File: src/hdl/ccss_pkg.sv
`timescale 1ns / 1ps
`default_nettype none
// ----------------------------------------------------------------------------
// ccss_pkg
// shared types and constants of the command stepper sequencer
// ----------------------------------------------------------------------------
package ccss_pkg;

  localparam int NumDigits    = 5;
  localparam int PositionBits = 17;
  localparam int IdxBits      = 4;
  localparam int CfgIdxBits   = 3;
  localparam int CfgDataBits  = 10;

  localparam logic [PositionBits-1:0] MicronMax = 17'd131071;
  localparam logic [PositionBits-1:0] PosMask   = '1;

  localparam logic [7:0] ChStart = 8'h78;
  localparam logic [7:0] ChDown  = 8'h31;
  localparam logic [7:0] ChUp    = 8'h32;
  localparam logic [7:0] ChZero  = 8'h30;
  localparam logic [7:0] ChNine  = 8'h39;

  localparam logic [CfgIdxBits-1:0] RegXMps   = 3'd0;
  localparam logic [CfgIdxBits-1:0] RegYMps   = 3'd1;
  localparam logic [CfgIdxBits-1:0] RegXyHalf = 3'd2;
  localparam logic [CfgIdxBits-1:0] RegZDown  = 3'd3;
  localparam logic [CfgIdxBits-1:0] RegZUp    = 3'd4;
  localparam logic [CfgIdxBits-1:0] RegZCount = 3'd5;

  // one accepted item as it travels from front to back
  typedef struct packed {
    logic       kind;
    logic [7:0] rx_byte;
  } item_t;

  // one result item
  typedef struct packed {
    logic x_step;
    logic x_dir;
    logic y_step;
    logic y_dir;
    logic z_step;
    logic z_dir;
    logic ack;
    logic busy_res;
  } result_t;

endpackage
`default_nettype wire

File: src/hdl/ccss_div.sv
`timescale 1ns / 1ps
`default_nettype none
// ----------------------------------------------------------------------------
// ccss_div
// restoring divider, one quotient bit per cycle
// ----------------------------------------------------------------------------
module ccss_div
  import ccss_pkg::*;
(
  input  wire logic                    clk,
  input  wire logic                    rst,
  input  wire logic                    start,
  input  wire logic [PositionBits-1:0] dividend,
  input  wire logic [CfgDataBits-1:0]  divisor,
  output logic                         done,
  output logic [PositionBits-1:0]      quotient
);

  localparam int CntBits = $clog2(PositionBits + 1);

  logic [PositionBits-1:0] quo;
  logic [CfgDataBits:0]    rem;
  logic [CfgDataBits-1:0]  dsr;
  logic [CntBits-1:0]      count;
  logic                    running;
  logic [CfgDataBits:0]    trial;
  logic [CfgDataBits:0]    shifted;

  always_comb begin
    shifted = {rem[CfgDataBits-1:0], quo[PositionBits-1]};
    trial   = shifted - {1'b0, dsr};
  end

  always_ff @(posedge clk) begin
    done <= 1'b0;
    if (rst) begin
      running <= 1'b0;
      count   <= '0;
    end else if (start) begin
      if (divisor == '0) begin
        quotient <= PosMask;
        done     <= 1'b1;
      end else begin
        running <= 1'b1;
        count   <= CntBits'(PositionBits);
        quo     <= dividend;
        rem     <= '0;
        dsr     <= divisor;
      end
    end else if (running) begin
      if (trial[CfgDataBits]) begin
        rem <= shifted;
        quo <= {quo[PositionBits-2:0], 1'b0};
      end else begin
        rem <= trial;
        quo <= {quo[PositionBits-2:0], 1'b1};
      end
      count <= count - 1'b1;
      if (count == CntBits'(1)) begin
        running  <= 1'b0;
        done     <= 1'b1;
        quotient <= trial[CfgDataBits] ? {quo[PositionBits-2:0], 1'b0}
                                       : {quo[PositionBits-2:0], 1'b1};
      end
    end
  end

endmodule
`default_nettype wire

File: src/hdl/ccss_front.sv
`timescale 1ns / 1ps
`default_nettype none
// ----------------------------------------------------------------------------
// ccss_front
// input side: takes items into a short queue for the back end
// ----------------------------------------------------------------------------
module ccss_front
  import ccss_pkg::*;
(
  input  wire logic       clk,
  input  wire logic       rst,
  input  wire logic       push,
  input  wire logic       kind,
  input  wire logic [7:0] rx_byte,
  output logic            full,
  input  wire logic       take,
  output logic            avail,
  output item_t           head
);

  item_t      q [2];
  logic [1:0] cnt;
  logic       rd, wr;
  logic       do_push;

  assign full    = cnt == 2'd2;
  assign avail   = cnt != 2'd0;
  assign head    = q[rd];
  assign do_push = push && !full;

  always_ff @(posedge clk) begin
    if (rst) begin
      cnt <= '0;
      rd  <= 1'b0;
      wr  <= 1'b0;
    end else begin
      if (do_push) begin
        q[wr] <= '{kind: kind, rx_byte: rx_byte};
        wr    <= ~wr;
      end
      if (take && avail) rd <= ~rd;
      cnt <= cnt + {1'b0, do_push} - {1'b0, take && avail};
    end
  end

endmodule
`default_nettype wire

File: src/hdl/ccss_back.sv
`timescale 1ns / 1ps
`default_nettype none
// ----------------------------------------------------------------------------
// ccss_back
// command parser and motion sequencer, one item at a time
// ----------------------------------------------------------------------------
module ccss_back
  import ccss_pkg::*;
(
  input  wire logic                   clk,
  input  wire logic                   rst,
  input  wire logic                   avail,
  input  wire item_t                  head,
  output logic                        take,
  input  wire logic [CfgDataBits-1:0] x_mps,
  input  wire logic [CfgDataBits-1:0] y_mps,
  input  wire logic [7:0]             xy_half,
  input  wire logic [7:0]             z_down_half,
  input  wire logic [7:0]             z_up_half,
  input  wire logic [7:0]             z_count,
  output logic                        res_valid,
  output result_t                     res,
  input  wire logic                   res_taken
);

  localparam logic [IdxBits-1:0] LastX   = IdxBits'(NumDigits);
  localparam logic [IdxBits-1:0] YStart  = IdxBits'(NumDigits + 1);
  localparam logic [IdxBits-1:0] LastY   = IdxBits'(2 * NumDigits + 1);
  localparam logic [IdxBits-1:0] PenIdx  = IdxBits'(2 * NumDigits + 3);

  typedef enum logic [2:0] {
    PH_IDLE, PH_ZH, PH_ZL, PH_XH, PH_XL, PH_YH, PH_YL
  } phase_t;

  typedef enum logic [1:0] {S_RUN, S_DIVX, S_DIVY, S_OUT} seq_t;

  seq_t                    seq;
  phase_t                  phase;
  logic [IdxBits-1:0]      byte_index;
  logic [PositionBits-1:0] x_tm, y_tm, x_pos, y_pos, steps_left, x_ts, y_ts;
  logic                    frozen, pen_down;
  logic [7:0]              pen_cmd, tick_count;
  logic [2:0]              dir;
  logic                    z_pending, done_flag;

  logic                    div_start, div_done;
  logic [PositionBits-1:0] div_q, div_a;
  logic [CfgDataBits-1:0]  div_d;

  ccss_div u_div (
    .clk      (clk),
    .rst      (rst),
    .start    (div_start),
    .dividend (div_a),
    .divisor  (div_d),
    .done     (div_done),
    .quotient (div_q)
  );

  // digit accumulation, saturating
  function automatic logic [PositionBits-1:0] acc_digit(
    input logic [PositionBits-1:0] acc, input logic [7:0] b);
    logic [PositionBits+3:0] v;
    v = {4'd0, acc} * (PositionBits+4)'(10) + (PositionBits+4)'(b - ChZero);
    return (v > (PositionBits+4)'(MicronMax)) ? MicronMax : v[PositionBits-1:0];
  endfunction

  logic is_digit;
  assign is_digit = head.rx_byte >= ChZero && head.rx_byte <= ChNine;
  assign take     = avail && seq == S_RUN && !res_valid;
  assign res_valid = seq == S_OUT;

  // motion-start helpers operate on the registered state
  logic [7:0] half;
  logic [7:0] tick_inc;
  always_comb begin
    if (phase == PH_ZH || phase == PH_ZL) half = dir[2] ? z_down_half : z_up_half;
    else half = xy_half;
    tick_inc = tick_count + 8'd1;
  end

  always_ff @(posedge clk) begin
    div_start <= 1'b0;
    if (rst) begin
      seq        <= S_RUN;
      phase      <= PH_IDLE;
      byte_index <= '0;
      x_tm       <= '0;
      y_tm       <= '0;
      frozen     <= 1'b0;
      pen_cmd    <= '0;
      x_pos      <= '0;
      y_pos      <= '0;
      pen_down   <= 1'b1;
      steps_left <= '0;
      tick_count <= '0;
      x_ts       <= '0;
      y_ts       <= '0;
      dir        <= 3'b100;
      z_pending  <= 1'b0;
      done_flag  <= 1'b0;
      div_a      <= '0;
      div_d      <= '0;
    end else begin
      unique case (seq)
        S_RUN: begin
          if (take) begin
            done_flag <= 1'b0;
            seq       <= S_OUT;
            if (head.kind) begin
              if (phase != PH_IDLE) begin
                if (tick_inc < half) begin
                  tick_count <= tick_inc;
                end else begin
                  tick_count <= '0;
                  priority if (phase == PH_ZH || phase == PH_XH || phase == PH_YH) begin
                    phase <= phase_t'(phase + 3'd1);
                  end else begin
                    if (phase == PH_XL)
                      x_pos <= dir[0] ? x_pos + 1'b1 : x_pos - 1'b1;
                    if (phase == PH_YL)
                      y_pos <= dir[1] ? y_pos + 1'b1 : y_pos - 1'b1;
                    steps_left <= steps_left - 1'b1;
                    if (steps_left != PositionBits'(1)) begin
                      phase <= phase_t'(phase - 3'd1);
                    end else if (phase == PH_ZL) begin
                      // begin xy
                      if (!(x_pos == x_ts || y_pos == y_ts || pen_cmd == ChUp)) begin
                        phase <= PH_IDLE; done_flag <= 1'b1;
                      end else if (x_pos != x_ts) begin
                        dir[0] <= x_pos < x_ts;
                        steps_left <= (x_pos < x_ts) ? x_ts - x_pos : x_pos - x_ts;
                        phase <= PH_XH;
                      end else if (y_pos != y_ts) begin
                        dir[1] <= y_pos < y_ts;
                        steps_left <= (y_pos < y_ts) ? y_ts - y_pos : y_pos - y_ts;
                        phase <= PH_YH;
                      end else begin
                        phase <= PH_IDLE; done_flag <= 1'b1;
                      end
                    end else if (phase == PH_XL) begin
                      // x done, y next if it is off target
                      if (y_pos != y_ts) begin
                        dir[1] <= y_pos < y_ts;
                        steps_left <= (y_pos < y_ts) ? y_ts - y_pos : y_pos - y_ts;
                        phase <= PH_YH;
                      end else begin
                        phase <= PH_IDLE; done_flag <= 1'b1;
                      end
                    end else begin
                      phase <= PH_IDLE; done_flag <= 1'b1;
                    end
                  end
                end
              end
            end else if (phase == PH_IDLE) begin
              if (byte_index == '0) begin
                if (head.rx_byte == ChStart) begin
                  byte_index <= IdxBits'(1);
                  x_tm       <= '0;
                  frozen     <= 1'b0;
                end
              end else if (byte_index == PenIdx) begin
                byte_index <= '0;
                pen_cmd    <= head.rx_byte;
                z_pending  <= 1'b0;
                if (head.rx_byte == ChDown && !pen_down) begin
                  pen_down <= 1'b1; dir[2] <= 1'b1; z_pending <= 1'b1;
                end else if (head.rx_byte == ChUp && pen_down) begin
                  pen_down <= 1'b0; dir[2] <= 1'b0; z_pending <= 1'b1;
                end
                div_a     <= x_tm;
                div_d     <= x_mps;
                div_start <= 1'b1;
                seq       <= S_DIVX;
              end else begin
                if (byte_index <= LastX) begin
                  if (frozen || !is_digit) frozen <= 1'b1;
                  else x_tm <= acc_digit(x_tm, head.rx_byte);
                end else if (byte_index == YStart) begin
                  y_tm   <= '0;
                  frozen <= 1'b0;
                end else if (byte_index <= LastY) begin
                  if (frozen || !is_digit) frozen <= 1'b1;
                  else y_tm <= acc_digit(y_tm, head.rx_byte);
                end
                byte_index <= byte_index + 1'b1;
              end
            end
          end
        end
        S_DIVX: begin
          if (div_done) begin
            x_ts      <= div_q;
            div_a     <= y_tm;
            div_d     <= y_mps;
            div_start <= 1'b1;
            seq       <= S_DIVY;
          end
        end
        S_DIVY: begin
          if (div_done) begin
            y_ts       <= div_q;
            seq        <= S_OUT;
            tick_count <= '0;
            if (z_pending && z_count != '0) begin
              steps_left <= PositionBits'(z_count);
              phase      <= PH_ZH;
            end else if (!(x_pos == x_ts || y_pos == div_q || pen_cmd == ChUp)) begin
              phase <= PH_IDLE; done_flag <= 1'b1;
            end else if (x_pos != x_ts) begin
              dir[0] <= x_pos < x_ts;
              steps_left <= (x_pos < x_ts) ? x_ts - x_pos : x_pos - x_ts;
              phase <= PH_XH;
            end else if (y_pos != div_q) begin
              dir[1] <= y_pos < div_q;
              steps_left <= (y_pos < div_q) ? div_q - y_pos : y_pos - div_q;
              phase <= PH_YH;
            end else begin
              phase <= PH_IDLE; done_flag <= 1'b1;
            end
          end
        end
        S_OUT: begin
          if (res_taken) seq <= S_RUN;
        end
        default: seq <= S_RUN;
      endcase
    end
  end

  always_comb begin
    res.x_step   = phase == PH_XH;
    res.x_dir    = dir[0];
    res.y_step   = phase == PH_YH;
    res.y_dir    = dir[1];
    res.z_step   = phase == PH_ZH;
    res.z_dir    = dir[2];
    res.ack      = done_flag;
    res.busy_res = byte_index != '0 || phase != PH_IDLE;
  end

endmodule
`default_nettype wire

File: src/hdl/cnc_command_stepper_sequencer.sv
`timescale 1ns / 1ps
`default_nettype none
// ----------------------------------------------------------------------------
// cnc_command_stepper_sequencer
// plotter command parser with pen, x and y step pulse sequencing
// ----------------------------------------------------------------------------
// the result is registered into the output state after the input transfer; for
// the pen byte the x and y divisions run one after the other before it appears
// the back end takes no new item until its result is popped; the two-entry
// input queue keeps accepting while a result waits to be popped
// reset: synchronous, clears the queue, pen down, registers to their defaults
module cnc_command_stepper_sequencer
  import ccss_pkg::*;
(
  input  wire logic                   clk,
  input  wire logic                   rst,
  input  wire logic                   push,
  output logic                        full,
  input  wire logic                   kind,
  input  wire logic [7:0]             rx_byte,
  output logic                        empty,
  input  wire logic                   pop,
  output logic                        x_step,
  output logic                        x_dir,
  output logic                        y_step,
  output logic                        y_dir,
  output logic                        z_step,
  output logic                        z_dir,
  output logic                        ack,
  output logic                        busy_res,
  input  wire logic                   cfg_we,
  input  wire logic [CfgIdxBits-1:0]  cfg_index,
  input  wire logic [CfgDataBits-1:0] cfg_data
);

  // configuration registers
  logic [CfgDataBits-1:0] x_mps, y_mps;
  logic [7:0]             xy_half, z_down_half, z_up_half, z_count;

  always_ff @(posedge clk) begin
    if (rst) begin
      x_mps       <= 10'd147;
      y_mps       <= 10'd227;
      xy_half     <= 8'd2;
      z_down_half <= 8'd5;
      z_up_half   <= 8'd2;
      z_count     <= 8'd10;
    end else if (cfg_we) begin
      unique case (cfg_index)
        RegXMps:   x_mps       <= cfg_data;
        RegYMps:   y_mps       <= cfg_data;
        RegXyHalf: xy_half     <= cfg_data[7:0];
        RegZDown:  z_down_half <= cfg_data[7:0];
        RegZUp:    z_up_half   <= cfg_data[7:0];
        RegZCount: z_count     <= cfg_data[7:0];
        default: ;
      endcase
    end
  end

  // front: input queue
  logic    avail, take;
  item_t   head;

  ccss_front u_front (
    .clk     (clk),
    .rst     (rst),
    .push    (push),
    .kind    (kind),
    .rx_byte (rx_byte),
    .full    (full),
    .take    (take),
    .avail   (avail),
    .head    (head)
  );

  // back: parser and sequencer, holding its result until transferred
  logic    res_valid;
  result_t res;

  ccss_back u_back (
    .clk         (clk),
    .rst         (rst),
    .avail       (avail),
    .head        (head),
    .take        (take),
    .x_mps       (x_mps),
    .y_mps       (y_mps),
    .xy_half     (xy_half),
    .z_down_half (z_down_half),
    .z_up_half   (z_up_half),
    .z_count     (z_count),
    .res_valid   (res_valid),
    .res         (res),
    .res_taken   (pop)
  );

  assign empty    = !res_valid;
  assign x_step   = res.x_step;
  assign x_dir    = res.x_dir;
  assign y_step   = res.y_step;
  assign y_dir    = res.y_dir;
  assign z_step   = res.z_step;
  assign z_dir    = res.z_dir;
  assign ack      = res.ack;
  assign busy_res = res.busy_res;

endmodule
`default_nettype wire
File: config.mk
export PLATFORM = sky130hd
export DESIGN_NAME = cnc_command_stepper_sequencer
export DESIGN_NICKNAME = d
export VERILOG_FILES = /design/src/hdl/ccss_pkg.sv /design/src/hdl/ccss_div.sv /design/src/hdl/ccss_front.sv /design/src/hdl/ccss_back.sv /design/src/hdl/cnc_command_stepper_sequencer.sv
export SDC_FILE = /design/constraint.sdc
export NUM_CORES = 1
export LEC_CHECK = 0
export BUFFER_PORTS_ARGS = -buffer_cell sky130_fd_sc_hd__buf_2
export CAP_MARGIN = 5
export CELL_PAD_IN_SITES_DETAIL_PLACEMENT = 1
export CELL_PAD_IN_SITES_GLOBAL_PLACEMENT = 2
export CORE_MARGIN = 2
export CORE_UTILIZATION = 40
export DETAILED_ROUTE_END_ITERATION = 10
export MAX_ROUTING_LAYER = met4
export PLACE_DENSITY_LB_ADDON = 0.1
export SLEW_MARGIN = 25
export SYNTH_ARGS = -nofsm -noshare
export SYNTH_HDL_FRONTEND = slang
export SYNTH_SLANG_ARGS = --single-unit
File: constraint.sdc
create_clock -name clk -period 6.8 [get_ports clk]
set_clock_uncertainty 0.1 [all_clocks]
set_input_delay 1.02 -clock clk [delete_from_list [all_inputs] [get_ports clk]]
set_output_delay 1.02 -clock clk [all_outputs]
set_load 0.03 [all_outputs]
==> qor.csv, run 1 <==
stage,metric,value,unit
setup_path,Critical Path RT,7.15,ns
place,dpl ws,0.9746,ns
synthesis,cell area after technology mapping,24220,um^2
cts,Setup Buffers After CTS,0,
synthesis,"Top FF cell, synth",sky130_fd_sc_hd__dfxtp_1,
status,outcome,"finished, final reports clean",
timing,setup repair after global routing missed its margin,false,
synthesis,syn avg cell area,7.976,um^2
grt,met1 track utilization from global routing,32.60,%
cts,Root Driver,sky130_fd_sc_hd__clkbuf_16,
final_layout,number of diodes,0,
grt,via count of the first global-routing pass,22620,
cts,clk sinks,314,
timing,number of endpoints failing setup at the final stage,0,
timing,worst-case headroom to the max-slew limit,29.95,%
synthesis,cell types with the largest area share after synthesis,"sky130_fd_sc_hd__dfxtp_1 20%, sky130_fd_sc_hd__ha_1 14%, sky130_fd_sc_hd__edfxtp_1 8.9%, sky130_fd_sc_hd__a21oi_1 6.7%, sky130_fd_sc_hd__nand2_1 6.2%",
power,static power due to leakage,10.98,nW
grt,GR Layer Usage met2,44.25,%
floorplanning,top-level port count,37,
final_layout,Final #Nets,3311,
synthesis,portion of the post-synthesis area used by sequential elements,28.93,%
timing,setup total negative slack,0,ns
setup_path,critical path endpoint category,flip-flop,
detailed_routing,wire per inst,20.85,um
synthesis,XOR/XNOR share of the synthesized area,5.387,%
power,worst vdd ir,0.1962,mV
floorplanning,initial standard-cell utilization of the core,40.28,%
detailed_routing,number of design rule violations left after detail routing,0,
timing,portion of the clock cycle consumed by the worst path in the final layout,85.30,%
floorplanning,height of the die,250.1,um
setup_path,Crit path arrival time,6.15,ns
grt,wire length of the first global-routing pass,126900,um
job,number of maximum-capacitance constraint violations,0,
hold_path,kind of path behind the tightest hold check,flip-flop to flip-flop,
place,post-DP HPWL,62410,um
grt,number of antenna violations at the first check in global routing,1,
synthesis,Syn. warnings,0,
place,port bufs,36,
synthesis,number of enable flip-flop cells after synthesis,72,
floorplanning,die area,62540,um^2
cts,hold_buf cts,0,
cts,deepest clock path buffer count,3,
detailed_routing,number of search-and-repair iterations in the first detailed-routing pass,5,
grt,met3 track utilization from global routing,2.525,%
detailed_routing,Total Routed Length,79680,um
cts,clock transition at the register clock pins on the worst setup and hold paths after CTS,0.06,ns
timing,max-slew violations,0,
cts,Skew-Pair Late Insertion Delay,0.61,ns
setup_path,crit-path max FO,13,
floorplanning,Core Box Area,60130,um^2
synthesis,combinational family with the most area after synthesis,compound AO/OA/AOI/OAI gates,
setup_path,startpoint types,flip-flop,
final_layout,area growth from synthesis to layout,9.220,%
grt,grt peak-use layer,met2,
timing,peak clock frequency supported by timing,172.4,MHz
synthesis,library cell occupying the most area in the post-synthesis netlist,sky130_fd_sc_hd__dfxtp_1,
floorplanning,row cnt,90,
grt,global-route usage over all layers,25.97,%
grt,total congestion overflow,0,
synthesis,"post-synthesis share of cell area spent on and, or, nand and nor gates",18.72,%
cts,CTS tree,built,
final_layout,layout cell share with drive strength beyond 1,7.042,%
cts,H-tree lvl count,2,
synthesis,distinct cell type count after synthesis,87,
timing,final number of hold-violating endpoints,0,
timing,pin slew with the least headroom to its limit,1.041,ns
place,RD Place Congestion,0.9465,
synthesis,asr flop ratio synth,0,%
floorplanning,Die Wd,250.1,um
detailed_routing,Iteration-0 DRC Markers,1120,
synthesis,Syn Inst Count,3037,
setup_path,"Worst Path Class, Setup",flip-flop to flip-flop,
detailed_routing,routed vias/inst,5.731,
timing,Final Critical Period,5.801,ns
grt,maximum number of pins on one net before global-route repair,85,
detailed_routing,antenna-violating nets left,0,
cts,clock buffer count from CTS,40,
detailed_routing,count of vias placed by the detailed router,21900,
power,power per cell area,233.7,nW/um^2
timing,Final Worst Setup Slack,0.9993,ns
synthesis,adder-cell share of the synthesized area,14.61,%
synthesis,mux share of post-synthesis cell area,5.434,%
synthesis,synthesis-stage register bit count,314,
synthesis,Synth Net Count,3339,
synthesis,fraction of synthesized cell area taken by the top area cell type,20.00,%
synthesis,"synthesized-area fraction occupied by ao, oa, aoi and oai cells",22.06,%
cts,number of gates given a new drive strength after cts,0,
## cells in the final DEF, fill, tap and decap left out, types with 9 or more instances in the layout
| cell type | synthesis | routed |
|---|---|---|
| sky130_fd_sc_hd__a211oi_1 | 60 | 59 |
| sky130_fd_sc_hd__a21o_1 | 63 | 63 |
| sky130_fd_sc_hd__a21oi_1 | 323 | 323 |
| sky130_fd_sc_hd__a221o_1 | 14 | 14 |
| sky130_fd_sc_hd__a221oi_1 | 9 | 9 |
| sky130_fd_sc_hd__a22oi_1 | 10 | 10 |
| sky130_fd_sc_hd__a31oi_1 | 26 | 26 |
| sky130_fd_sc_hd__and2_1 | 15 | 15 |
| sky130_fd_sc_hd__and3_1 | 32 | 32 |
| sky130_fd_sc_hd__buf_2 | 7 | 35 |
| sky130_fd_sc_hd__buf_4 | 0 | 26 |
| sky130_fd_sc_hd__clkbuf_16 | 0 | 40 |
| sky130_fd_sc_hd__dfxtp_1 | 242 | 242 |
| sky130_fd_sc_hd__edfxtp_1 | 72 | 72 |
| sky130_fd_sc_hd__fa_1 | 13 | 13 |
| sky130_fd_sc_hd__ha_1 | 262 | 261 |
| sky130_fd_sc_hd__inv_1 | 178 | 178 |
| sky130_fd_sc_hd__mux2_2 | 34 | 34 |
| sky130_fd_sc_hd__mux2i_1 | 91 | 91 |
| sky130_fd_sc_hd__nand2_1 | 402 | 402 |
| sky130_fd_sc_hd__nand2b_1 | 21 | 21 |
| sky130_fd_sc_hd__nand3_1 | 78 | 78 |
| sky130_fd_sc_hd__nand4_1 | 15 | 15 |
| sky130_fd_sc_hd__nor2_1 | 271 | 268 |
| sky130_fd_sc_hd__nor2b_1 | 34 | 34 |
| sky130_fd_sc_hd__nor3_1 | 62 | 61 |
| sky130_fd_sc_hd__nor4_1 | 16 | 16 |
| sky130_fd_sc_hd__o211ai_1 | 27 | 27 |
| sky130_fd_sc_hd__o21a_1 | 31 | 31 |
| sky130_fd_sc_hd__o21ai_0 | 121 | 120 |
| sky130_fd_sc_hd__o21ai_1 | 30 | 31 |
| sky130_fd_sc_hd__o21ai_2 | 10 | 10 |
| sky130_fd_sc_hd__o221ai_1 | 9 | 9 |
| sky130_fd_sc_hd__o22ai_1 | 13 | 13 |
| sky130_fd_sc_hd__o31ai_1 | 11 | 11 |
| sky130_fd_sc_hd__or2_2 | 24 | 24 |
| sky130_fd_sc_hd__or3_1 | 15 | 15 |
| sky130_fd_sc_hd__xnor2_1 | 112 | 112 |
| sky130_fd_sc_hd__xor2_1 | 37 | 37 |
## flip-flops by register name (all words and copies together) (netlist names), 4 cells and up, named ones only
register and cells:
u_back.u_div.dsr 10, u_back.y_tm 17, z_down_half 8, u_front.q 18, u_back.y_pos 17, u_back.tick_count 8
u_back.pen_cmd 8, u_back.div_a 17, z_count 8, u_back.x_pos 17, u_back.byte_index 4, u_back.x_ts 17
u_back.u_div.quotient 17, xy_half 8, u_back.u_div.quo 17, u_back.steps_left 17, u_back.div_d 10, z_up_half 8
u_back.y_ts 17, u_back.u_div.rem 10, u_back.u_div.count 5, y_mps 10, x_mps 10, u_back.x_tm 17
## per-stage QoR
stage	hold slack, ns	cells	util (%)	power (mW)	cell area (um^2)
5_1_grt	0.3805	3821	44.00	6.512	26460
6_report	0.3538	3821	44.00	6.184	26460
2_1_floorplan	0.3312	3037	-	3.478	24220
4_1_cts	0.3544	3820	43.97	6.231	26440
3_5_place_dp	0.3467	3748	41.73	3.999	25090
3_3_place_gp	0.3408	3748	41.72	3.958	25090
## cells in the mapped netlist (all sizes together), types with 61 or more instances
| master | count |
|---|---|
| edfxtp | 72 |
| xnor2 | 112 |
| clkbuf | 112 |
| o21ai | 161 |
| inv | 178 |
| nand3 | 78 |
| mux2i | 91 |
| a211oi | 61 |
| a21o | 63 |
| nor3 | 63 |
| dfxtp | 242 |
| nor2 | 271 |
| a21oi | 325 |
| ha | 262 |
| nand2 | 402 |
## power by group
part | leakage [nW] | internal (mW) | switching [mW]
Sequential | 2.61 | 2.03 | 0.104
Combinational | 7.73 | 0.667 | 1.19
Clock | 0.637 | 1.27 | 0.932
Total | 11.0 | 3.96 | 2.22
## layer usage
layer,up-vias,routed length (um)
li1,10760,-
met1,10720,36860
met2,312,38380
met3,106,2105
met4,0,2328
met5,-,0
## cells by family (layout without fill, tap and decap cells)
group,count (synthesis),in the layout
buffers and inverters,310,312
DFF,314,314
and+or+nand+nor,1013,1013
xor gates and xnor gates,149,149
muxes,127,127
adders and majority gates,275,275
AOI/OAI and AO/OA,849,849
## area by class of cell
cell class	count	area, um^2
Sequential cell	314	7007
Clock inverter	24	307.8
Timing Repair Buffer	62	381.6
Multi-Input combinational cell	2413	16070
Clock buffer	48	1041
Tap cell	782	978.4
Fill cell	7262	33680
Inverter	178	668.1
## worst max-delay path: stages (launching register included)
cell and delay [ns]:
sky130_fd_sc_hd__dfxtp_1 0.40, sky130_fd_sc_hd__ha_1 0.27, sky130_fd_sc_hd__ha_1 0.30, sky130_fd_sc_hd__a21o_1 0.16
sky130_fd_sc_hd__a21oi_1 0.23, sky130_fd_sc_hd__nor2b_1 0.08, sky130_fd_sc_hd__o21a_1 0.18, sky130_fd_sc_hd__o21ai_0 0.15
sky130_fd_sc_hd__nand2b_1 0.10, sky130_fd_sc_hd__a41o_1 0.26, sky130_fd_sc_hd__o41ai_1 0.59, sky130_fd_sc_hd__xnor2_1 0.15
sky130_fd_sc_hd__ha_1 0.37, sky130_fd_sc_hd__a21o_1 0.20, sky130_fd_sc_hd__a21oi_1 0.19, sky130_fd_sc_hd__nor2b_1 0.07
sky130_fd_sc_hd__a311o_1 0.36, sky130_fd_sc_hd__a311oi_2 0.29, sky130_fd_sc_hd__xor2_1 0.20, sky130_fd_sc_hd__xnor2_1 0.17
sky130_fd_sc_hd__o21bai_2 0.65, sky130_fd_sc_hd__o21ai_1 0.16
## final timing paths
check                         startpoint                     endpoint  slack [ns]  cells after the start
min                x_mps[2]$_SDFFE_PP0P_        x_mps[2]$_SDFFE_PP0P_        0.35                      2
min reg2reg        x_mps[2]$_SDFFE_PP0P_        x_mps[2]$_SDFFE_PP0P_        0.35                      2
max reg2reg  u_back.y_tm[4]$_SDFFE_PP0P_  u_back.y_tm[0]$_SDFFE_PP0P_         1.0                     21
max          u_back.y_tm[4]$_SDFFE_PP0P_  u_back.y_tm[0]$_SDFFE_PP0P_         1.0                     21
No activity file was read; power rests on OpenSTA's default activity.
==> run 2, diff against run 1 <==
PLACE_DENSITY = 0.86   (was not set)
PLACE_DENSITY_LB_ADDON = not set   (was 0.1)
==> qor.csv, run 2 (same netlist as run 1, synthesis figures left out) <==
stage,metric,value,unit,change
floorplanning,row cnt,90,,unchanged
cts,CTS tree,built,,unchanged
power,worst vdd ir,0.2135,mV,was 0.1962 mV
timing,number of endpoints failing setup at the final stage,0,,unchanged
setup_path,critical path endpoint category,flip-flop,,unchanged
floorplanning,die area,62540,um^2,unchanged
cts,Skew-Pair Late Insertion Delay,0.60,ns,was 0.61 ns
final_layout,register bank with the most flops,u_front.q,,unchanged
setup_path,reg-to-reg critical path endpoint,u_back.y_tm[1]$_SDFFE_PP0P_,,was u_back.y_tm[0]$_SDFFE_PP0P_
final_layout,area growth from synthesis to layout,9.143,%,was 9.220%
final_layout,number of flip-flops in the largest register,18,,unchanged
detailed_routing,Iteration-0 DRC Markers,987,,was 1120
final_layout,fillcell total,7312,,was 7262
detailed_routing,Total Routed Length,78950,um,was 79680 um
timing,worst-case headroom to the max-slew limit,25.30,%,was 29.95%
cts,clock buffer count from CTS,40,,unchanged
floorplanning,Die Wd,250.1,um,unchanged
cts,clk sinks,314,,unchanged
cts,Setup Buffers After CTS,0,,unchanged
setup_path,setup slack of the most critical reg-to-reg path,0.85,ns,was 1.0 ns
grt,wire length of the first global-routing pass,125900,um,was 126900 um
grt,global-route usage over all layers,25.60,%,was 25.97%
timing,setup repair after global routing missed its margin,false,,unchanged
hold_path,WHS Path Cells,2,,unchanged
power,static power due to leakage,10.97,nW,was 10.98 nW
cts,hold_buf cts,0,,unchanged
grt,maximum number of pins on one net before global-route repair,86,,was 85
setup_path,R2R cell count,21,,unchanged
place,number of instances in the placed design,3749,,was 3748
detailed_routing,wire per inst,20.66,um,was 20.85 um
job,number of maximum-capacitance constraint violations,0,,unchanged
place,RD Place Congestion,0.9549,,was 0.9465
cts,clock transition at the register clock pins on the worst setup and hold paths after CTS,0.06,ns,about the same
setup_path,Crit path arrival time,6.28,ns,was 6.15 ns
final_layout,layout cell share with drive strength beyond 1,7.206,%,was 7.042%
hold_path,Hold Path End,x_mps[9]$_SDFFE_PP0P_,,was x_mps[2]$_SDFFE_PP0P_
cts,deepest clock path buffer count,3,,unchanged
cts,Root Driver,sky130_fd_sc_hd__clkbuf_16,,unchanged
timing,pin slew with the least headroom to its limit,1.112,ns,was 1.041 ns
timing,max-slew violations,0,,unchanged
setup_path,"Worst Path Class, Setup",flip-flop to flip-flop,,unchanged
floorplanning,initial standard-cell utilization of the core,40.28,%,unchanged
detailed_routing,antenna-violating nets left,0,,unchanged
floorplanning,Core Box Area,60130,um^2,unchanged
place,port bufs,36,,unchanged
hold_path,kind of path behind the tightest hold check,flip-flop to flip-flop,,unchanged
final_layout,"most common cell after layout, fill and taps aside",sky130_fd_sc_hd__nand2_1,,unchanged
status,outcome,"finished, final reports clean",,unchanged
timing,portion of the clock cycle consumed by the worst path in the final layout,87.57,%,was 85.30%
place,post-DP HPWL,61320,um,was 62410 um
grt,via count of the first global-routing pass,22830,,was 22620
cts,H-tree lvl count,2,,unchanged
detailed_routing,routed vias/inst,5.753,,was 5.731
timing,Fin Hold WS,0.3554,ns,was 0.3538 ns
detailed_routing,count of vias placed by the detailed router,21990,,was 21900
setup_path,crit-path max FO,13,,unchanged
final_layout,"commonest cells after routing, fill and taps aside","402 x sky130_fd_sc_hd__nand2_1, 323 x sky130_fd_sc_hd__a21oi_1, 268 x sky130_fd_sc_hd__nor2_1",,unchanged
grt,number of antenna violations at the first check in global routing,1,,unchanged
setup_path,startpoint of the worst register-to-register path,u_back.y_tm[2]$_SDFFE_PP0P_,,was u_back.y_tm[4]$_SDFFE_PP0P_
floorplanning,height of the die,250.1,um,unchanged
cts,number of gates given a new drive strength after cts,0,,unchanged
timing,peak clock frequency supported by timing,167.9,MHz,was 172.4 MHz
power,power per cell area,231.1,nW/um^2,was 233.7 nW/um^2
floorplanning,top-level port count,37,,unchanged
timing,final number of hold-violating endpoints,0,,unchanged
final_layout,fin cells,3822,,was 3821
power,"Power, Total",6.110,mW,was 6.184 mW
grt,total congestion overflow,0,,unchanged
detailed_routing,number of design rule violations left after detail routing,0,,unchanged
final_layout,Final #Nets,3311,,unchanged
hold_path,startpoint of the most critical hold path,x_mps[9]$_SDFFE_PP0P_,,was x_mps[2]$_SDFFE_PP0P_
timing,setup total negative slack,0,ns,unchanged
timing,Final Critical Period,5.955,ns,was 5.801 ns
detailed_routing,number of search-and-repair iterations in the first detailed-routing pass,5,,unchanged
setup_path,startpoint types,flip-flop,,unchanged
setup_path,Critical Path RT,7.13,ns,was 7.15 ns
## run 2: cell count changes in the layout (fill, tap and decap cells not counted), sizes merged
| cell | change |
|---|---|
| clkbuf | +3 |
| bufinv | -3 |
| diode | +1 |
| inv | +1 |
| clkinvlp | -1 |
## run 2: how the worst max path moves through the flow
stage,startpoint,endpoint,slack [ns]
detailed placement,u_back.y_tm[2]$_SDFFE_PP0P_,u_back.y_tm[2]$_SDFFE_PP0P_,0.87
global route,u_back.y_tm[1]$_SDFFE_PP0P_,u_back.y_tm[1]$_SDFFE_PP0P_,0.42
floorplan,flip-flop,u_back.y_tm[10]$_SDFFE_PP0P_,1.55
global placement,u_back.y_tm[2]$_SDFFE_PP0P_,u_back.y_tm[0]$_SDFFE_PP0P_,1.0
CTS,u_back.y_tm[1]$_SDFFE_PP0P_,u_back.y_tm[1]$_SDFFE_PP0P_,0.83
finish,u_back.y_tm[2]$_SDFFE_PP0P_,u_back.y_tm[1]$_SDFFE_PP0P_,0.85
## run 2: critical path: stages (launching register included)
cell                       delay (ns)
sky130_fd_sc_hd__dfxtp_1         0.41
sky130_fd_sc_hd__ha_1            0.28
sky130_fd_sc_hd__ha_1            0.30
sky130_fd_sc_hd__a21o_1          0.16
sky130_fd_sc_hd__a21oi_1         0.26
sky130_fd_sc_hd__nor2b_1         0.09
sky130_fd_sc_hd__o21a_1          0.18
sky130_fd_sc_hd__o21ai_0         0.15
sky130_fd_sc_hd__nand2b_1        0.10
sky130_fd_sc_hd__a41o_1          0.27
sky130_fd_sc_hd__o41ai_1         0.62
sky130_fd_sc_hd__xnor2_1         0.17
sky130_fd_sc_hd__ha_1            0.38
sky130_fd_sc_hd__a21o_1          0.20
sky130_fd_sc_hd__a21oi_1         0.18
sky130_fd_sc_hd__nor2b_1         0.07
sky130_fd_sc_hd__a311o_1         0.37
sky130_fd_sc_hd__a311oi_2        0.30
sky130_fd_sc_hd__xor2_1          0.20
sky130_fd_sc_hd__xnor2_1         0.17
sky130_fd_sc_hd__o21bai_2        0.68
sky130_fd_sc_hd__o21ai_1         0.17
## run 2: final cells by class
class                      count  area (um^2)  area share, %
multi-input combinational   2413        16100          60.88
sequential                   314         7007          26.50
clock buffer                  51         1082          4.094
tap                          782        978.4          3.701
inverter                     178        668.1          2.527
timing repair buffer          62        381.6          1.443
clock inverter                21        221.5         0.8377
antenna                        1        2.502       0.009465
## run 2: per-layer routing
layer / vias up / wire length [um] / global-route usage (%)
met2: 335 / 37130 / 42.11
li1: 10750 / - / -
met5: - / 0 / -
met1: 10790 / 36890 / 32.73
met4: 0 / 2539 / 8.349
met3: 119 / 2392 / 3.024
## run 2: power by group
group / internal [mW] / switching (mW)
registers: 2.03 / 0.107
clock network: 1.19 / 0.935
logic: 0.674 / 1.18
## run 2: per-stage QoR
step,setup WS (ns),utilization [%],cell area (um^2)
finish,0.8453,43.97,26440
global route,0.4165,43.97,26440
CTS,0.8291,43.92,26410
detailed placement,0.8705,41.76,25110
global placement,0.9993,41.73,25090
floorplan,1.551,-,24220
==> run 3, diff against run 2 <==
CAP_MARGIN = 10   (was 5)
GPL_TIMING_DRIVEN = 0   (was not set)
RECOVER_POWER = 50   (was not set)
==> qor.csv, run 3 (same netlist as run 1, synthesis figures left out) <==
stage,metric,value,unit,change
floorplanning,Die Wd,250.1,um,unchanged
job,number of maximum-capacitance constraint violations,1,,was 0
place,dpl ws,0.9525,ns,was 0.8705 ns
cts,number of gates given a new drive strength after cts,0,,unchanged
timing,max-slew violations,18,,was 0
grt,maximum number of pins on one net before global-route repair,27,,was 86
grt,via count of the first global-routing pass,23770,,was 22830
grt,wire length of the first global-routing pass,136400,um,was 125900 um
timing,Final Worst Setup Slack,0.7995,ns,was 0.8453 ns
detailed_routing,count of vias placed by the detailed router,22800,,was 21990
setup_path,Crit-path slowest cell,sky130_fd_sc_hd__a21oi_1,,was sky130_fd_sc_hd__o21bai_2
timing,worst-case headroom to the max-slew limit,-0.9965,%,was 25.30%
setup_path,"Critical Path, Cell by Cell",clkbuf_1 -> clkbuf_1 -> nor3_1 -> a21oi_1 -> nor2_4 -> ha_1 -> or4_1 -> o2bb2ai_1 -> nor3_1 -> a21bo_1 -> a41oi_1 -> a21boi_0 -> xnor2_1 -> o311ai_2 -> and2_1 -> buf_2 -> a221o_1,,was ha_1 -> ha_1 -> a21o_1 -> a21oi_1 -> nor2b_1 -> o21a_1 -> o21ai_0 -> nand2b_1 -> a41o_1 -> o41ai_1 -> xnor2_1 -> ha_1 -> a21o_1 -> a21oi_1 -> nor2b_1 -> a311o_1 -> a311oi_2 -> xor2_1 -> xnor2_1 -> o21bai_2 -> o21ai_1
hold_path,WHS Path Cells,2,,unchanged
timing,setup repair after global routing missed its margin,false,,unchanged
timing,number of endpoints failing setup at the final stage,0,,unchanged
setup_path,reg-to-reg critical path endpoint,u_back.x_tm[1]$_SDFFE_PP0P_,,was u_back.y_tm[1]$_SDFFE_PP0P_
detailed_routing,number of design rule violations left after detail routing,0,,unchanged
cts,deepest clock path buffer count,3,,unchanged
final_layout,number of diodes,0,,was 1
detailed_routing,routed vias/inst,5.805,,was 5.753
final_layout,Final #Nets,3417,,was 3311
setup_path,"Worst Path Class, Setup",flip-flop to flip-flop,,unchanged
final_layout,area growth from synthesis to layout,10.29,%,was 9.143%
hold_path,Hold Path End,xy_half[3]$_SDFFE_PP0P_,,was x_mps[9]$_SDFFE_PP0P_
timing,portion of the clock cycle consumed by the worst path in the final layout,88.24,%,was 87.57%
timing,final number of hold-violating endpoints,0,,unchanged
setup_path,startpoint types,flip-flop,,unchanged
setup_path,crit-path max FO,26,,was 13
final_layout,"most common cell after layout, fill and taps aside",sky130_fd_sc_hd__nand2_1,,unchanged
detailed_routing,Total Routed Length,87940,um,was 78950 um
final_layout,fillcell total,7355,,was 7312
cts,Setup Buffers After CTS,0,,unchanged
detailed_routing,wire per inst,22.39,um,was 20.66 um
setup_path,Critical Path RT,7.17,ns,was 7.13 ns
floorplanning,Core Box Area,60130,um^2,unchanged
place,RD Place Congestion,1.025,,was 0.9549
setup_path,setup slack of the most critical reg-to-reg path,0.80,ns,was 0.85 ns
floorplanning,height of the die,250.1,um,unchanged
power,worst vdd ir,0.2085,mV,was 0.2135 mV
cts,Skew-Pair Late Insertion Delay,0.59,ns,was 0.60 ns
setup_path,Crit path arrival time,6.37,ns,was 6.28 ns
place,port bufs,36,,unchanged
grt,total congestion overflow,0,,unchanged
cts,clk sinks,314,,unchanged
setup_path,R2R cell count,17,,was 21
setup_path,critical path endpoint category,flip-flop,,unchanged
power,power per cell area,234.4,nW/um^2,was 231.1 nW/um^2
timing,pin slew with the least headroom to its limit,1.515,ns,was 1.112 ns
hold_path,kind of path behind the tightest hold check,flip-flop to flip-flop,,unchanged
status,outcome,"complete, but fails checks",,"was finished, final reports clean"
power,static power due to leakage,10.98,nW,was 10.97 nW
grt,global-route usage over all layers,28.55,%,was 25.60%
detailed_routing,number of search-and-repair iterations in the first detailed-routing pass,7,,was 5
setup_path,"Largest delay share family, worst path",compound AO/OA/AOI/OAI gates,,unchanged
hold_path,startpoint of the most critical hold path,xy_half[3]$_SDFFE_PP0P_,,was x_mps[9]$_SDFFE_PP0P_
final_layout,number of flip-flops in the largest register,18,,unchanged
place,post-DP HPWL,70280,um,was 61320 um
floorplanning,top-level port count,37,,unchanged
cts,Root Driver,sky130_fd_sc_hd__clkbuf_16,,unchanged
cts,H-tree lvl count,2,,unchanged
detailed_routing,antenna-violating nets left,0,,unchanged
detailed_routing,Iteration-0 DRC Markers,1228,,was 987
cts,clock transition at the register clock pins on the worst setup and hold paths after CTS,0.06,ns,about the same
timing,peak clock frequency supported by timing,166.7,MHz,was 167.9 MHz
cts,clock buffer count from CTS,39,,was 40
final_layout,register bank with the most flops,u_front.q,,unchanged
final_layout,"commonest cells after routing, fill and taps aside","402 x sky130_fd_sc_hd__nand2_1, 323 x sky130_fd_sc_hd__a21oi_1, 269 x sky130_fd_sc_hd__nor2_1",,"was 402 x sky130_fd_sc_hd__nand2_1, 323 x sky130_fd_sc_hd__a21oi_1, 268 x sky130_fd_sc_hd__nor2_1"
floorplanning,row cnt,90,,unchanged
cts,hold_buf cts,0,,unchanged
setup_path,buffering stage count on the worst path with inverters included,3,,was 0
cts,CTS tree,built,,unchanged
floorplanning,initial standard-cell utilization of the core,40.28,%,unchanged
power,"Power, Total",6.262,mW,was 6.110 mW
setup_path,Critical Path Max Stage Delay,0.80,ns,was 0.68 ns
floorplanning,die area,62540,um^2,unchanged
timing,Final Critical Period,6.001,ns,was 5.955 ns
final_layout,layout cell share with drive strength beyond 1,5.628,%,was 7.206%
status,failing checks,"capacitance limit, slew limit",,
grt,number of antenna violations at the first check in global routing,1,,unchanged
[run 3: cell count changes in the layout (fill, tap and decap cells not counted), sizes merged]
cell	change
buf	-28
bufinv	+1
clkbuf	+135
clkinv	-3
clkinvlp	-1
diode	-1
inv	+2
[run 3: cell type report]
cell class                 count  area, um^2  area share [%]
buffer                       132       510.5           1.911
multi-input combinational   2413       16050           60.09
timing repair buffer          37       190.2          0.7119
sequential                   314        7007           26.23
inverter                     178       668.1           2.501
clock inverter                20       237.7          0.8898
tap                          782       978.4           3.662
clock buffer                  51        1071           4.009
[run 3: per-layer routing]
metal | track usage, % | part of all wire, % | vias to the layer above
met2 | 48.68 | 49 | 452
met1 | 34.98 | 44 | 11260
met5 | - | 0 | -
met3 | 3.149 | 4.0 | 133
li1 | - | - | 10950
met4 | 10.06 | 3.7 | 0
[run 3: how the worst max path moves through the flow]
stage	start	end	slack, ns	depth (start not counted)
after floorplan	flip-flop	u_back.y_tm[10]$_SDFFE_PP0P_	1.55	16
after global placement	flip-flop	u_back.x_tm[15]$_SDFFE_PP0P_	-0.0004	16
after detailed placement	flip-flop	u_back.x_tm[6]$_SDFFE_PP0P_	0.95	17
after CTS	flip-flop	u_back.x_tm[1]$_SDFFE_PP0P_	0.88	17
after global routing	flip-flop	u_back.x_tm[6]$_SDFFE_PP0P_	0.44	17
final	flip-flop	u_back.x_tm[1]$_SDFFE_PP0P_	0.80	17
[run 3: power by group]
group          leakage, nW  internal (mW)  switching, mW
clock network        0.629           1.21          0.936
logic                 7.74          0.667           1.31
registers             2.61           2.03          0.101
total                 11.0           3.91           2.35
[run 3: worst register-to-register path, stage by stage, from the launching register on]
cell and delay [ns]:
sky130_fd_sc_hd__dfxtp_1 0.31, sky130_fd_sc_hd__clkbuf_1 0.33, sky130_fd_sc_hd__clkbuf_1 0.43, sky130_fd_sc_hd__nor3_1 0.13, sky130_fd_sc_hd__a21oi_1 0.80, sky130_fd_sc_hd__nor2_4 0.33
sky130_fd_sc_hd__ha_1 0.37, sky130_fd_sc_hd__or4_1 0.52, sky130_fd_sc_hd__o2bb2ai_1 0.30, sky130_fd_sc_hd__nor3_1 0.13, sky130_fd_sc_hd__a21bo_1 0.23, sky130_fd_sc_hd__a41oi_1 0.42
sky130_fd_sc_hd__a21boi_0 0.20, sky130_fd_sc_hd__xnor2_1 0.22, sky130_fd_sc_hd__o311ai_2 0.29, sky130_fd_sc_hd__and2_1 0.28, sky130_fd_sc_hd__buf_2 0.20, sky130_fd_sc_hd__a221o_1 0.30
[run 3: stage by stage]
| step | area [um^2] | utilization (%) | hold slack (ns) | TNS (ns) | cells |
|---|---|---|---|---|---|
| floorplan | 24220 | - | 0.3312 | 0 | 3037 |
| global placement | 25380 | 42.21 | 0.3413 | -0.0003708 | 3855 |
| detailed placement | 25450 | 42.33 | 0.3477 | 0 | 3856 |
| CTS | 26760 | 44.50 | 0.3557 | 0 | 3927 |
| global route | 26720 | 44.43 | 0.3787 | 0 | 3927 |
| finish | 26720 | 44.43 | 0.3579 | 0 | 3927 |
